File: src/rtl/efd_pkg.sv
// Package for the escaped frame deframer.
// Holds the transfer payload types, the escape codes and the escape table.
// No dependencies; every other file refers to it by scoped names.
`default_nettype none

package efd_pkg;

    // Limits of the stored frame length.
    localparam int unsigned MAX_LEN = 1024;
    localparam int unsigned MIN_LEN = 3;
    localparam int unsigned LEN_W   = 11;

    // Output queue depth and its index widths.
    localparam int unsigned QDEPTH  = 4;
    localparam int unsigned QPTR_W  = 2;
    localparam int unsigned QCNT_W  = 3;

    // Configuration port.
    localparam int unsigned PADDR_W = 3;
    localparam logic [PADDR_W-1:0] ADDR_MAX_FRAME_LEN = 3'd0;

    // Input item kinds.
    localparam logic KIND_BYTE    = 1'b0;
    localparam logic KIND_TIMEOUT = 1'b1;

    // Result kinds.
    localparam logic [1:0] OUT_DATA    = 2'd0;
    localparam logic [1:0] OUT_END     = 2'd1;
    localparam logic [1:0] OUT_ABORT   = 2'd2;
    localparam logic [1:0] OUT_DROPPED = 2'd3;

    // Raw line codes.
    localparam logic [7:0] FLAG_BYTE  = 8'h7E;
    localparam logic [7:0] OPEN_CODE  = 8'h07;
    localparam logic [7:0] CLOSE_CODE = 8'h08;
    localparam logic [7:0] LAST_ESC   = 8'h06;

    typedef struct packed {
        logic       kind;
        logic [7:0] in_byte;
    } in_item_t;

    typedef struct packed {
        logic [1:0]       out_kind;
        logic [7:0]       out_byte;
        logic [LEN_W-1:0] frame_len;
        logic             last;
    } out_item_t;

    // Results handed together from the decoder to the output queue.
    typedef struct packed {
        logic [1:0] num;
        out_item_t  r0;
        out_item_t  r1;
    } push_t;

    // Decoded value of an escape code 00..06.
    function automatic logic [7:0] esc_decode(input logic [2:0] code);
        logic [7:0] val;
        case (code)
            3'd0:    val = 8'h7E;
            3'd1:    val = 8'h24;
            3'd2:    val = 8'h23;
            3'd3:    val = 8'h25;
            3'd4:    val = 8'hA4;
            3'd5:    val = 8'hA3;
            3'd6:    val = 8'hA5;
            default: val = 8'h00;
        endcase
        return val;
    endfunction

endpackage

`default_nettype wire

File: src/rtl/efd_cfg.sv
// APB-style configuration register for the deframer.
// Holds max_frame_len and provides the clamped length limit; uses efd_pkg.
`default_nettype none

module efd_cfg (
    input  wire logic                             clk,
    input  wire logic                             rst_n,
    input  wire logic                             psel,
    input  wire logic                             penable,
    input  wire logic                             pwrite,
    input  wire logic [efd_pkg::PADDR_W-1:0]      paddr,
    input  wire logic [31:0]                      pwdata,
    output logic      [31:0]                      prdata,
    output logic                                  pready,
    output logic      [efd_pkg::LEN_W-1:0]        limit
);

    logic [efd_pkg::LEN_W-1:0] max_len_reg;
    logic                      wr_en;

    assign pready = 1'b1;
    assign wr_en  = psel && penable && pwrite && (paddr == efd_pkg::ADDR_MAX_FRAME_LEN);

    // Register write at the access phase.
    always_ff @(posedge clk or negedge rst_n)
    begin
        if (!rst_n)
        begin
            max_len_reg <= efd_pkg::LEN_W'(efd_pkg::MAX_LEN);
        end
        else if (wr_en)
        begin
            max_len_reg <= pwdata[efd_pkg::LEN_W-1:0];
        end
    end

    // Read data.
    always_comb
    begin
        prdata = '0;
        if (paddr == efd_pkg::ADDR_MAX_FRAME_LEN)
        begin
            prdata = {{(32-efd_pkg::LEN_W){1'b0}}, max_len_reg};
        end
    end

    // Clamp the limit into its legal range.
    always_comb
    begin
        if (max_len_reg < efd_pkg::LEN_W'(efd_pkg::MIN_LEN))
        begin
            limit = efd_pkg::LEN_W'(efd_pkg::MIN_LEN);
        end
        else if (max_len_reg > efd_pkg::LEN_W'(efd_pkg::MAX_LEN))
        begin
            limit = efd_pkg::LEN_W'(efd_pkg::MAX_LEN);
        end
        else
        begin
            limit = max_len_reg;
        end
    end

endmodule

`default_nettype wire

File: src/rtl/efd_decoder.sv
// Input register and frame decoder of the deframer.
// Holds the framing state and turns one item into up to two results; uses efd_pkg.
`default_nettype none

module efd_decoder (
    input  wire logic                       clk,
    input  wire logic                       rst_n,
    input  wire logic                       in_valid,
    output logic                            in_ready,
    input  wire efd_pkg::in_item_t          in_data,
    input  wire logic [efd_pkg::LEN_W-1:0]  limit,
    input  wire logic                       room,
    output efd_pkg::push_t                  push
);

    logic                      stg_valid_reg;
    efd_pkg::in_item_t         stg_item_reg;
    logic                      in_frame_reg;
    logic                      in_frame_next;
    logic                      pend_reg;
    logic                      pend_next;
    logic                      saw_reg;
    logic                      saw_next;
    logic [efd_pkg::LEN_W-1:0] cnt_reg;
    logic [efd_pkg::LEN_W-1:0] cnt_next;
    logic [efd_pkg::LEN_W-1:0] cnt_inc;
    logic                      adv;
    logic                      full;
    logic                      full2;
    logic [7:0]                b;
    logic [1:0]                n;
    efd_pkg::out_item_t        r0;
    efd_pkg::out_item_t        r1;

    // The staged item moves on once the queue can take two results.
    assign adv      = stg_valid_reg && room;
    assign in_ready = !stg_valid_reg || room;

    // Input register.
    always_ff @(posedge clk or negedge rst_n)
    begin
        if (!rst_n)
        begin
            stg_valid_reg <= 1'b0;
        end
        else if (in_valid && in_ready)
        begin
            stg_valid_reg <= 1'b1;
        end
        else if (adv)
        begin
            stg_valid_reg <= 1'b0;
        end
    end

    always_ff @(posedge clk)
    begin
        if (in_valid && in_ready)
        begin
            stg_item_reg <= in_data;
        end
    end

    // Framing state.
    always_ff @(posedge clk or negedge rst_n)
    begin
        if (!rst_n)
        begin
            in_frame_reg <= 1'b0;
            pend_reg     <= 1'b0;
            saw_reg      <= 1'b0;
            cnt_reg      <= '0;
        end
        else if (adv)
        begin
            in_frame_reg <= in_frame_next;
            pend_reg     <= pend_next;
            saw_reg      <= saw_next;
            cnt_reg      <= cnt_next;
        end
    end

    assign b       = stg_item_reg.in_byte;
    assign cnt_inc = cnt_reg + efd_pkg::LEN_W'(1);
    assign full    = (cnt_reg >= limit);
    assign full2   = (cnt_inc >= limit);

    // Decode one item against the state.
    always_comb
    begin
        in_frame_next = in_frame_reg;
        pend_next     = pend_reg;
        saw_next      = saw_reg;
        cnt_next      = cnt_reg;
        n             = 2'd0;
        r0            = '0;
        r1            = '0;

        if (stg_item_reg.kind == efd_pkg::KIND_TIMEOUT)
        begin
            if (in_frame_reg)
            begin
                n            = 2'd1;
                r0.out_kind  = efd_pkg::OUT_DROPPED;
                r0.frame_len = cnt_reg;
            end
            in_frame_next = 1'b0;
            pend_next     = 1'b0;
            saw_next      = 1'b0;
            cnt_next      = '0;
        end
        else if (!in_frame_reg)
        begin
            // Hunting for the opening pair.
            if (saw_reg && (b == efd_pkg::OPEN_CODE))
            begin
                in_frame_next = 1'b1;
                pend_next     = 1'b0;
                saw_next      = 1'b0;
                cnt_next      = '0;
            end
            else
            begin
                saw_next = (b == efd_pkg::FLAG_BYTE);
            end
        end
        else if (pend_reg && (b == efd_pkg::CLOSE_CODE))
        begin
            // Frame closes normally.
            n             = 2'd1;
            r0.out_kind   = efd_pkg::OUT_END;
            r0.frame_len  = cnt_reg;
            in_frame_next = 1'b0;
            pend_next     = 1'b0;
            saw_next      = 1'b0;
            cnt_next      = '0;
        end
        else if (!pend_reg && (b == efd_pkg::FLAG_BYTE))
        begin
            pend_next = 1'b1;
        end
        else
        begin
            // One decoded byte to store first.
            n = 2'd1;
            if (full)
            begin
                r0.out_kind   = efd_pkg::OUT_ABORT;
                r0.frame_len  = cnt_reg;
                in_frame_next = 1'b0;
                pend_next     = 1'b0;
                saw_next      = 1'b0;
                cnt_next      = '0;
            end
            else
            begin
                r0.out_kind = efd_pkg::OUT_DATA;
                cnt_next    = cnt_inc;
                if (!pend_reg)
                begin
                    r0.out_byte = b;
                end
                else if (b <= efd_pkg::LAST_ESC)
                begin
                    r0.out_byte = efd_pkg::esc_decode(b[2:0]);
                    pend_next   = 1'b0;
                end
                else if (b == efd_pkg::FLAG_BYTE)
                begin
                    // Double flag: the first is data, the second stays pending.
                    r0.out_byte = efd_pkg::FLAG_BYTE;
                end
                else
                begin
                    // Unknown escape keeps both raw bytes.
                    r0.out_byte = efd_pkg::FLAG_BYTE;
                    pend_next   = 1'b0;
                    n           = 2'd2;
                    if (full2)
                    begin
                        r1.out_kind   = efd_pkg::OUT_ABORT;
                        r1.frame_len  = cnt_inc;
                        in_frame_next = 1'b0;
                        saw_next      = 1'b0;
                        cnt_next      = '0;
                    end
                    else
                    begin
                        r1.out_kind = efd_pkg::OUT_DATA;
                        r1.out_byte = b;
                        cnt_next    = cnt_reg + efd_pkg::LEN_W'(2);
                    end
                end
            end
        end

        // Mark the final result of the item.
        if (n == 2'd1)
        begin
            r0.last = 1'b1;
        end
        else if (n == 2'd2)
        begin
            r1.last = 1'b1;
        end
    end

    assign push.num = adv ? n : 2'd0;
    assign push.r0  = r0;
    assign push.r1  = r1;

endmodule

`default_nettype wire

File: src/rtl/efd_out_queue.sv
// Result queue of the deframer: four entries, two writes and one read a cycle.
// Parts the decoder from the output handshake; uses efd_pkg.
`default_nettype none

module efd_out_queue (
    input  wire logic                clk,
    input  wire logic                rst_n,
    input  wire efd_pkg::push_t      push,
    output logic                     room,
    output logic                     out_valid,
    input  wire logic                out_ready,
    output efd_pkg::out_item_t       out_data
);

    efd_pkg::out_item_t          mem_reg [efd_pkg::QDEPTH];
    logic [efd_pkg::QPTR_W-1:0]  head_reg;
    logic [efd_pkg::QPTR_W-1:0]  tail_reg;
    logic [efd_pkg::QPTR_W-1:0]  tail_p1;
    logic [efd_pkg::QCNT_W-1:0]  count_reg;
    logic [efd_pkg::QCNT_W-1:0]  count_next;
    logic                        pop;

    assign out_valid = (count_reg != '0);
    assign out_data  = mem_reg[head_reg];
    assign pop       = out_valid && out_ready;
    assign room      = (count_reg <= efd_pkg::QCNT_W'(efd_pkg::QDEPTH - 2));
    assign tail_p1   = tail_reg + efd_pkg::QPTR_W'(1);

    assign count_next = count_reg + efd_pkg::QCNT_W'(push.num)
                        - efd_pkg::QCNT_W'(pop);

    // Pointers and fill level.
    always_ff @(posedge clk or negedge rst_n)
    begin
        if (!rst_n)
        begin
            head_reg  <= '0;
            tail_reg  <= '0;
            count_reg <= '0;
        end
        else
        begin
            if (pop)
            begin
                head_reg <= head_reg + efd_pkg::QPTR_W'(1);
            end
            tail_reg  <= tail_reg + efd_pkg::QPTR_W'(push.num);
            count_reg <= count_next;
        end
    end

    // Entry writes.
    always_ff @(posedge clk)
    begin
        if (push.num != 2'd0)
        begin
            mem_reg[tail_reg] <= push.r0;
        end
        if (push.num == 2'd2)
        begin
            mem_reg[tail_p1] <= push.r1;
        end
    end

endmodule

`default_nettype wire

File: src/rtl/escaped_frame_deframer.sv
// Top level of the escaped frame deframer.
// Ties together efd_cfg, efd_decoder and efd_out_queue; uses efd_pkg.
//
//   Channel   Direction  Handshake                  Payload
//   in        sink       in_valid / in_ready        in_data   (kind, in_byte)
//   out       source     out_valid / out_ready      out_data  (out_kind, out_byte,
//                                                             frame_len, last)
//   cfg       APB slave  psel, penable, pwrite      paddr, pwdata, prdata
//
// An item is registered on acceptance and decoded from that register; when the
// queue has room, it writes zero, one or two results into a four-entry queue.
// One item is taken every cycle while the queue holds at most two results;
// the one-result-per-cycle output port sets the rate for items that give two.
// A result passes the input register and then the result queue to the output.
// Reset clears the framing state to hunting and empties the queue.
`default_nettype none

module escaped_frame_deframer (
    input  wire logic                         clk,
    input  wire logic                         rst_n,
    input  wire logic                         in_valid,
    output logic                              in_ready,
    input  wire efd_pkg::in_item_t            in_data,
    output logic                              out_valid,
    input  wire logic                         out_ready,
    output efd_pkg::out_item_t                out_data,
    input  wire logic                         psel,
    input  wire logic                         penable,
    input  wire logic                         pwrite,
    input  wire logic [efd_pkg::PADDR_W-1:0]  paddr,
    input  wire logic [31:0]                  pwdata,
    output logic      [31:0]                  prdata,
    output logic                              pready
);

    logic [efd_pkg::LEN_W-1:0] limit;
    logic                      room;
    efd_pkg::push_t            push;

    // Configuration register.
    efd_cfg u_cfg (
        .clk     (clk),
        .rst_n   (rst_n),
        .psel    (psel),
        .penable (penable),
        .pwrite  (pwrite),
        .paddr   (paddr),
        .pwdata  (pwdata),
        .prdata  (prdata),
        .pready  (pready),
        .limit   (limit)
    );

    // Input register and decoder.
    efd_decoder u_decoder (
        .clk      (clk),
        .rst_n    (rst_n),
        .in_valid (in_valid),
        .in_ready (in_ready),
        .in_data  (in_data),
        .limit    (limit),
        .room     (room),
        .push     (push)
    );

    // Result queue.
    efd_out_queue u_queue (
        .clk       (clk),
        .rst_n     (rst_n),
        .push      (push),
        .room      (room),
        .out_valid (out_valid),
        .out_ready (out_ready),
        .out_data  (out_data)
    );

endmodule

`default_nettype wire

File: config.mk
export PLATFORM = sky130hd
export DESIGN_NAME = escaped_frame_deframer
export DESIGN_NICKNAME = d
export VERILOG_FILES = /design/src/rtl/efd_pkg.sv /design/src/rtl/efd_cfg.sv /design/src/rtl/efd_decoder.sv /design/src/rtl/efd_out_queue.sv /design/src/rtl/escaped_frame_deframer.sv
export SDC_FILE = /design/constraint.sdc
export NUM_CORES = 1
export LEC_CHECK = 0
export BUFFER_PORTS_ARGS = -buffer_cell sky130_fd_sc_hd__buf_2
export CORE_MARGIN = 2
export CORE_UTILIZATION = 60
export CTS_BUF_LIST = sky130_fd_sc_hd__clkbuf_2
export DETAILED_ROUTE_END_ITERATION = 12
export PLACE_DENSITY_LB_ADDON = 0.12
export SLEW_MARGIN = 10
export SYNTH_ARGS = -nofsm -noshare
export SYNTH_HDL_FRONTEND = slang
export SYNTH_HIERARCHICAL = 1
export SYNTH_SLANG_ARGS = --single-unit
File: constraint.sdc
create_clock -name clk -period 9.6 [get_ports clk]
set_input_delay 2.88 -clock clk [delete_from_list [all_inputs] [get_ports clk]]
set_output_delay 2.88 -clock clk [all_outputs]
set_load 0.005 [all_outputs]
==> results of run 1 <==
-- kinds of logic (layout without fill, tap and decap cells) --
kind of cell,Yosys count,after routing,synth area share
muxes,124,124,0.214
other,3,24,0.00137
and+or+nand+nor,183,183,0.143
buffers and inverters,79,126,0.0606
xor gates and xnor gates,17,17,0.0182
AOI/OAI and AO/OA,69,69,0.0615
adders and majority gates,29,29,0.0452
DFF,130,130,0.456
-- how the worst max path moves through the flow --
stage                      end  slack (ns)  cells past startpoint
floorplan            prdata[0]        3.28                      3
global placement    prdata[10]        2.97                      4
detailed placement  prdata[10]        2.93                      4
CTS                 prdata[10]        2.93                      4
global route        prdata[10]        2.80                      4
finish              prdata[10]        2.95                      4
-- area by class of cell --
type	count	area (um2)
multi-input cells	445	4060
clock inverters	14	139
inverters	22	82.6
repair buffers	72	380
diodes	1	2.50
fillers	1014	4580
flip-flops and latches	130	3740
clock buffers	18	90.1
well taps	176	220
-- where the power goes --
part	internal [W]	switching, W	total (W)
Clock	0.000118	0.000207	0.000326
Combinational	0.000204	0.000200	0.000403
Sequential	0.000633	0.0000418	0.000675
-- layer usage --
| layer | global-route usage | up-vias |
|---|---|---|
| met3 | 0.0526 | 8 |
| met5 | 0 | - |
| li1 | - | 2442 |
| met2 | 0.401 | 148 |
| met4 | 0.0567 | 0 |
| met1 | 0.343 | 2532 |
-- through the flow --
stage	setup slack [ns]	hold WS (ns)	util	area (um2)	power, W
finish	2.95	0.497	0.655	8710	0.00140
global route	2.80	0.537	0.655	8710	0.00149
CTS	2.93	0.508	0.655	8710	0.00142
detailed placement	2.93	0.482	0.638	8480	0.00110
global placement	2.97	0.466	0.638	8480	0.00109
floorplan	3.28	0.459	-	8270	0.000982
-- cells in the final DEF (no fill, tap or decap), types with 18 or more instances in the layout --
cell and count:
mux2_4 30, nor2b_1 22, and2_1 29, mux2_2 64
edfxtp_1 97, clkbuf_2 18, mux4_2 22, buf_2 64
ha_1 28, nor2_1 37, dfrtp_1 32, conb_1 23
inv_1 22, nand2_1 20
==> metrics.txt, run 1 <==
# TYPE chip_impl_metric gauge
chip_impl_metric{name="clkTransAtPathRegs",unit="ns"} 0.19
chip_impl_metric{name="cellPowerDensity",unit="nW/um2"} 161
chip_impl_metric{name="globalRouteOverflowTotal",unit=""} 0
chip_impl_metric{name="synth_seq_area_share",unit=""} 0.456
chip_impl_metric{name="setup_tns",unit="ns"} 0
chip_impl_metric{name="synth_edf_count",unit=""} 97
chip_impl_metric{name="floorplan.die.height",unit="um"} 121
chip_impl_metric{name="cts.htree.levels",unit=""} 4
chip_impl_metric{name="area_growth_syn_to_layout",unit="%"} 6.26
chip_impl_info{name="worst_r2r_startpoint",value="u_cfg/max_len_reg[5]"} 1
chip_impl_info{name="cells_taking_the_most_area_after_synthesis",value="edfxtp_1 (36%), dfrtp_1 (9.8%), mux2_2 (8.8%)"} 1
chip_impl_info{name="r2r-end",value="u_queue/mem_reg[1][0]"} 1
chip_impl_metric{name="place_hpwl",unit="mm"} 12.0
chip_impl_metric{name="clock_insertion_delay_worst_skew",unit="ns"} 0.70
chip_impl_metric{name="drt-vias-per-instance",unit=""} 5.84
chip_impl_info{name="dominant_cell_type_by_area_after_synthesis",value="edfxtp_1"} 1
chip_impl_metric{name="place.detailed.instances",unit=""} 845
chip_impl_metric{name="postSynth.asyncResetShare",unit=""} 0.254
chip_impl_metric{name="post_layout_nonfiller_instances",unit=""} 878
chip_impl_info{name="most_used_standard_cells_in_the_synthesized_netlist",value="edfxtp_1 (97), mux2_2 (64), nor2_1 (38)"} 1
chip_impl_metric{name="holdPathStages",unit=""} 1
chip_impl_metric{name="numPortBuffers",unit=""} 64
chip_impl_metric{name="r2r_setup_slack",unit="ns"} 4.72
chip_impl_metric{name="clkSinkCount",unit=""} 130
chip_impl_metric{name="detailroute.wirelength.met3",unit="mm"} 1.13
chip_impl_metric{name="cts_post_setup_buffers_inserted",unit=""} 0
chip_impl_metric{name="timing_hold_violations_final",unit=""} 0
chip_impl_info{name="hold_end",value="u_queue/head_reg[1]"} 1
chip_impl_metric{name="wl_per_cell",unit="um"} 19.3
chip_impl_metric{name="fp.dieArea",unit="um2"} 14600
chip_impl_metric{name="synth_top_cell_area_share",unit=""} 0.355
chip_impl_metric{name="max_stage_delay",unit="ns"} 0.46
chip_impl_metric{name="synthesis.area_per_instance",unit="um2"} 12.9
chip_impl_metric{name="layout_min_cycle_time",unit="ns"} 6.65
chip_impl_metric{name="fp-row-count",unit=""} 42
chip_impl_metric{name="final-max-slew-violation-count",unit=""} 0
chip_impl_metric{name="initial_utilization",unit=""} 0.617
chip_impl_metric{name="dr.pass1.iters",unit=""} 5
chip_impl_metric{name="cts.hold.buffers_added",unit=""} 0
chip_impl_info{name="critical_path_class",value="in2out"} 1
chip_impl_metric{name="finalCritPeriodShare",unit=""} 0.693
chip_impl_info{name="topmost_layer_with_routed_signal_wires",value="met4"} 1
chip_impl_info{name="cpMaxStageDelayCell",value="nor3_2"} 1
chip_impl_metric{name="floorplan.die.width",unit="um"} 121
chip_impl_metric{name="grt_pass1_vias",unit=""} 5138
chip_impl_info{name="hold_path_startpoint",value="u_queue/head_reg[1]"} 1
chip_impl_metric{name="routedLengthMet1",unit="mm"} 7.35
chip_impl_info{name="tritoncts_clock_tree",value="built"} 1
chip_impl_metric{name="max_freq",unit="MHz"} 150
chip_impl_metric{name="antenna_violations_before_repair",unit=""} 1
chip_impl_info{name="grt_setup_unrepaired",value="false"} 1
chip_impl_metric{name="worstRegToRegCells",unit=""} 13
chip_impl_metric{name="groute.usage.overall",unit=""} 0.247
chip_impl_info{name="setup.worst_path.end_class",value="output pin"} 1
chip_impl_info{name="critPathLaunchType",value="input port"} 1
chip_impl_metric{name="required_worst_endpoint",unit="ns"} 6.72
chip_impl_info{name="critical_path.cell_chain",value="buf_2, nor3_2, and2_2, buf_2"} 1
chip_impl_metric{name="largest_net_degree_at_the_start_of_global_routing",unit=""} 34
chip_impl_metric{name="dr_total_vias",unit=""} 5130
chip_impl_metric{name="leakagePower",unit="nW"} 3.36
chip_impl_metric{name="worst_slew_margin_rel",unit=""} 0.234
chip_impl_metric{name="clock_tree.buffer_depth",unit=""} 2
chip_impl_metric{name="core",unit="um2"} 13300
chip_impl_info{name="min-delay-path-class",value="reg2reg"} 1
chip_impl_metric{name="cp_data_arrival_time",unit="ns"} 3.77
chip_impl_metric{name="largest_register_ff_count",unit=""} 88
chip_impl_metric{name="layout.nets",unit=""} 768
chip_impl_metric{name="max-cap-violations",unit=""} 0
chip_impl_metric{name="totalWireLength",unit="mm"} 16.9
chip_impl_info{name="status",value="finished clean"} 1
chip_impl_metric{name="place_congestion",unit=""} 0.930
chip_impl_metric{name="grt_first_pass_wirelength",unit="mm"} 27.3
chip_impl_metric{name="synth.distinct_cells",unit=""} 86
chip_impl_metric{name="yosys_warnings",unit=""} 6
chip_impl_info{name="synth_most_common_cell",value="edfxtp_1"} 1
chip_impl_metric{name="setup_viol",unit=""} 0
chip_impl_info{name="worst_setup_path_start",value="paddr[1]"} 1
chip_impl_metric{name="tightest_slew",unit="ns"} 1.12
chip_impl_metric{name="post_cts.resized_instances",unit=""} 0
chip_impl_metric{name="drc",unit=""} 0
chip_impl_info{name="yosys_most_used_dff",value="edfxtp_1"} 1
chip_impl_metric{name="dr.first_iter.drc_count",unit=""} 468
chip_impl_metric{name="crit_path_max_fanout",unit=""} 12
chip_impl_metric{name="mappedNetlistArea",unit="um2"} 8200
chip_impl_metric{name="worst-path-buf-inv",unit=""} 2
chip_impl_metric{name="number_of_buffers_created_by_cts",unit=""} 17
chip_impl_metric{name="power.ir.vdd_worst",unit="uV"} 164
chip_impl_info{name="cp_common_cell",value="buf_2"} 1
chip_impl_metric{name="detail-route-antenna-nets",unit=""} 0
chip_impl_metric{name="layout-drive-gt1-share",unit=""} 0.357
chip_impl_info{name="kind_of_cell_adding_the_most_delay_to_the_critical_path",value="simple AND/OR/NAND/NOR gates"} 1
chip_impl_info{name="clk_root_buf",value="clkbuf_2"} 1
chip_impl_metric{name="pin_count",unit=""} 108
chip_impl_metric{name="postSynthRegisterBits",unit=""} 130
chip_impl_metric{name="post_synth_inst_count",unit=""} 634
chip_impl_metric{name="met2_wirelength",unit="mm"} 8.31
chip_impl_metric{name="maximum_clock_skew_at_final_layout",unit="ns"} 0.0300
Power figures use the tool's default switching activity.
==> run 2, diff against run 1 <==
ABC_AREA = 1   (was unset)
CORE_UTILIZATION = 55   (was 60)
clock period = 5.8 ns   (was 9.6 ns; I/O delays follow)
==> metrics.txt, run 2 <==
# TYPE chip_impl_metric gauge
chip_impl_info{name="status",value="finished clean"} 1
chip_impl_metric{name="postSynth.asyncResetShare",unit=""} 0.254
chip_impl_metric{name="worstRegToRegCells",unit=""} 21
chip_impl_metric{name="required_worst_endpoint",unit="ns"} 6.18
chip_impl_metric{name="layout.nets",unit=""} 1295
chip_impl_metric{name="core",unit="um2"} 15300
chip_impl_metric{name="drt-vias-per-instance",unit=""} 5.18
chip_impl_metric{name="floorplan.die.height",unit="um"} 129
chip_impl_metric{name="synth.distinct_cells",unit=""} 36
chip_impl_metric{name="post_cts.resized_instances",unit=""} 0
chip_impl_metric{name="timing.critical_path.depth",unit=""} 21
chip_impl_metric{name="synth_seq_area_share",unit=""} 0.432
chip_impl_metric{name="cp_data_arrival_time",unit="ns"} 4.85
chip_impl_info{name="most_used_standard_cells_in_the_synthesized_netlist",value="nand2_1 (428), nor2_1 (121), inv_1 (117)"} 1
chip_impl_metric{name="holdPathStages",unit=""} 2
chip_impl_metric{name="mappedNetlistArea",unit="um2"} 8660
chip_impl_metric{name="cts_post_setup_buffers_inserted",unit=""} 0
chip_impl_metric{name="max_stage_delay",unit="ns"} 0.56
chip_impl_metric{name="cts.htree.levels",unit=""} 4
chip_impl_metric{name="floorplan.die.width",unit="um"} 129
chip_impl_metric{name="place_congestion",unit=""} 0.940
chip_impl_metric{name="synth_edf_count",unit=""} 97
chip_impl_metric{name="internal_power",unit="W"} 0.00186
chip_impl_metric{name="totalWireLength",unit="mm"} 20.8
chip_impl_info{name="tritoncts_clock_tree",value="built"} 1
chip_impl_metric{name="largest_register_ff_count",unit=""} 88
chip_impl_metric{name="worst-path-buf-inv",unit=""} 4
chip_impl_metric{name="fp.dieArea",unit="um2"} 16800
chip_impl_info{name="min-delay-path-class",value="reg2reg"} 1
chip_impl_metric{name="yosys_warnings",unit=""} 6
chip_impl_info{name="synth_most_common_cell",value="nand2_1"} 1
chip_impl_metric{name="pin_count",unit=""} 108
chip_impl_metric{name="initial_utilization",unit=""} 0.566
chip_impl_metric{name="dr_total_vias",unit=""} 7458
chip_impl_metric{name="layout-drive-gt1-share",unit=""} 0.132
chip_impl_metric{name="clockPowerShare",unit=""} 0.162
chip_impl_metric{name="area_growth_syn_to_layout",unit="%"} 6.07
chip_impl_metric{name="synth_compound_gate_area_share",unit=""} 0.0585
chip_impl_info{name="critPathLaunchType",value="flip-flop"} 1
chip_impl_metric{name="grt_first_pass_wirelength",unit="mm"} 33.3
chip_impl_metric{name="postSynthRegisterBits",unit=""} 130
chip_impl_metric{name="cellPowerDensity",unit="nW/um2"} 357
chip_impl_metric{name="clkTransAtPathRegs",unit="ns"} 0.21
chip_impl_info{name="setup.worst_path.end_class",value="flip-flop"} 1
chip_impl_metric{name="clkSinkCount",unit=""} 130
chip_impl_metric{name="max-cap-violations",unit=""} 0
chip_impl_info{name="dominant_cell_type_by_area_after_synthesis",value="edfxtp_1"} 1
chip_impl_metric{name="largest_net_degree_at_the_start_of_global_routing",unit=""} 69
chip_impl_info{name="kind_of_cell_adding_the_most_delay_to_the_critical_path",value="simple AND/OR/NAND/NOR gates"} 1
chip_impl_metric{name="leakagePower",unit="nW"} 4.59
chip_impl_info{name="synth_top_family_by_area",value="simple AND/OR/NAND/NOR gates"} 1
chip_impl_metric{name="place.detailed.instances",unit=""} 1407
chip_impl_metric{name="clock_insertion_delay_worst_skew",unit="ns"} 0.73
chip_impl_metric{name="globalRouteOverflowTotal",unit=""} 0
chip_impl_metric{name="post_layout_nonfiller_instances",unit=""} 1439
chip_impl_metric{name="grt_pass1_vias",unit=""} 6452
chip_impl_metric{name="crit_path_max_fanout",unit=""} 34
chip_impl_metric{name="finalCritPeriodShare",unit=""} 0.772
chip_impl_metric{name="power.ir.vdd_worst",unit="uV"} 253
chip_impl_metric{name="max_freq",unit="MHz"} 223
chip_impl_metric{name="post_synth_inst_count",unit=""} 1171
chip_impl_metric{name="final-max-slew-violation-count",unit=""} 0
chip_impl_metric{name="synthesis.area_per_instance",unit="um2"} 7.40
chip_impl_metric{name="number_of_buffers_created_by_cts",unit=""} 17
chip_impl_metric{name="wl_per_cell",unit="um"} 14.5
chip_impl_info{name="cp_common_cell",value="nand2_1"} 1
chip_impl_info{name="cells_taking_the_most_area_after_synthesis",value="edfxtp_1 (34%), nand2_1 (19%), dfrtp_1 (9.2%)"} 1
chip_impl_metric{name="tightest_slew",unit="ns"} 0.923
chip_impl_metric{name="fp-row-count",unit=""} 45
chip_impl_metric{name="numPortBuffers",unit=""} 64
chip_impl_metric{name="switching_share",unit=""} 0.434
chip_impl_metric{name="antenna_violations_before_repair",unit=""} 1
chip_impl_info{name="clk_root_buf",value="clkbuf_2"} 1
chip_impl_info{name="critical_path.cell_chain",value="nor2_1, nand3_1, nor2_1, nor2_4, nor2_1, inv_1, ha_1, nand2_1, a21oi_1, nor2_1, nand2_1, nor2_2, nand2_1, nand3_1, a21oi_1, inv_1, nand2_1, inv_2, nand2_1, o21ai_2, buf_4"} 1
chip_impl_metric{name="fin_worst_hold_slack",unit="ns"} 0.517
chip_impl_metric{name="post-route-cell-area",unit="um2"} 9190
chip_impl_metric{name="synthAdderAreaFrac",unit=""} 0.0428
chip_impl_metric{name="setup_tns",unit="ns"} 0
chip_impl_metric{name="maximum_clock_skew_at_final_layout",unit="ns"} 0.0418
chip_impl_info{name="cpMaxStageDelayCell",value="nor2_2"} 1
chip_impl_info{name="most_frequent_cells_in_the_layout",value="nand2_1 (428), nor2_1 (121), inv_1 (117)"} 1
chip_impl_metric{name="cts.hold.buffers_added",unit=""} 0
chip_impl_metric{name="dr.pass1.iters",unit=""} 6
chip_impl_metric{name="post_synth_mux_area_share",unit=""} 0
chip_impl_metric{name="placed_inst_area",unit="um2"} 8970
chip_impl_metric{name="dr.first_iter.drc_count",unit=""} 659
chip_impl_info{name="grt_setup_unrepaired",value="false"} 1
chip_impl_metric{name="synth-xor-area-share",unit=""} 0.0121
chip_impl_info{name="layout.cells.most_common",value="nand2_1"} 1
chip_impl_metric{name="setup_viol",unit=""} 0
chip_impl_metric{name="clock_tree.buffer_depth",unit=""} 2
chip_impl_info{name="yosys_most_used_dff",value="edfxtp_1"} 1
chip_impl_metric{name="overall_power",unit="W"} 0.00328
chip_impl_metric{name="fillers",unit=""} 1439
chip_impl_metric{name="synth_top_cell_area_share",unit=""} 0.336
chip_impl_metric{name="synth_simple_gate_area_frac",unit=""} 0.347
chip_impl_metric{name="groute.usage.overall",unit=""} 0.258
chip_impl_info{name="critical_path_class",value="reg2reg"} 1
chip_impl_metric{name="worst_slew_margin_rel",unit=""} 0.385
chip_impl_metric{name="drc",unit=""} 0
chip_impl_metric{name="comb_power_share",unit=""} 0.442
chip_impl_metric{name="detail-route-antenna-nets",unit=""} 0
chip_impl_metric{name="place_hpwl",unit="mm"} 13.9
chip_impl_metric{name="layout_min_cycle_time",unit="ns"} 4.47
chip_impl_metric{name="pwr-share-seq",unit=""} 0.397
chip_impl_metric{name="timing_hold_violations_final",unit=""} 0
chip_impl_metric{name="netSwitchingPower",unit="W"} 0.00142
run 2: through the flow:
| step | worst slack (ns) | utilization |
|---|---|---|
| after floorplan | 1.33 | - |
| after global placement | 1.52 | 0.586 |
| after detailed placement | 1.44 | 0.586 |
| after CTS | 1.38 | 0.600 |
| after global routing | 1.00 | 0.600 |
| final | 1.33 | 0.600 |
run 2: path summary, 6_finish.rpt:
check                                      from                      to  slack (ns)
setup / recovery           u_cfg/max_len_reg[4]  u_queue/mem_reg[3][18]        1.33
hold / removal              u_queue/head_reg[1]     u_queue/head_reg[1]        0.52
setup reg to reg           u_cfg/max_len_reg[4]  u_queue/mem_reg[3][18]        1.33
hold reg to reg             u_queue/head_reg[1]     u_queue/head_reg[1]        0.52
max in group asynchronous                 rst_n     u_queue/head_reg[0]        4.06
min in group asynchronous                 rst_n    u_cfg/max_len_reg[4]        1.11
run 2: cell families (layout without fill, tap and decap cells):
family                   count (synthesis)  in the layout
flip-flops                             130            130
AND/OR/NAND/NOR                        707            707
AO/OA/AOI/OAI                           92             92
XOR/XNOR                                12             12
other                                    3             24
buffers and inverters                  198            234
adder cells (fa/ha/maj)                 29             29
run 2: final cells by class:
type / count / area, um2 / share of cell area
diodes: 1 / 2.50 / 0.000272
clock buffers: 19 / 95.1 / 0.0104
clock inverters: 12 / 115 / 0.0125
inverters: 126 / 475 / 0.0518
multi-input cells: 863 / 4080 / 0.444
flip-flops and latches: 130 / 3740 / 0.407
well taps: 211 / 264 / 0.0287
repair buffers: 77 / 418 / 0.0455
run 2: power by group through the flow:
| stage | Clock, W | Combinational (W) | Sequential, W |
|---|---|---|---|
| 2_1_floorplan | 0 | 0.00104 | 0.00130 |
| 3_3_place_gp | 0 | 0.00142 | 0.00132 |
| 3_5_place_dp | 0 | 0.00144 | 0.00132 |
| 4_1_cts | 0.000544 | 0.00145 | 0.00130 |
| 5_1_grt | 0.000577 | 0.00166 | 0.00132 |
| 6_report | 0.000530 | 0.00145 | 0.00130 |
run 2: worst min-delay path, stage by stage (launching register included):
cell and delay [ns]:
dfrtp_1 0.40, nand2_1 0.06, nand2_1 0.05
run 2: per-layer routing:
layer	share of wire	global-route usage	up-vias
met5	0	0	-
met4	0.019	0.0879	0
met3	0.081	0.0421	35
met2	0.43	0.389	323
met1	0.47	0.381	3323
li1	-	-	3777
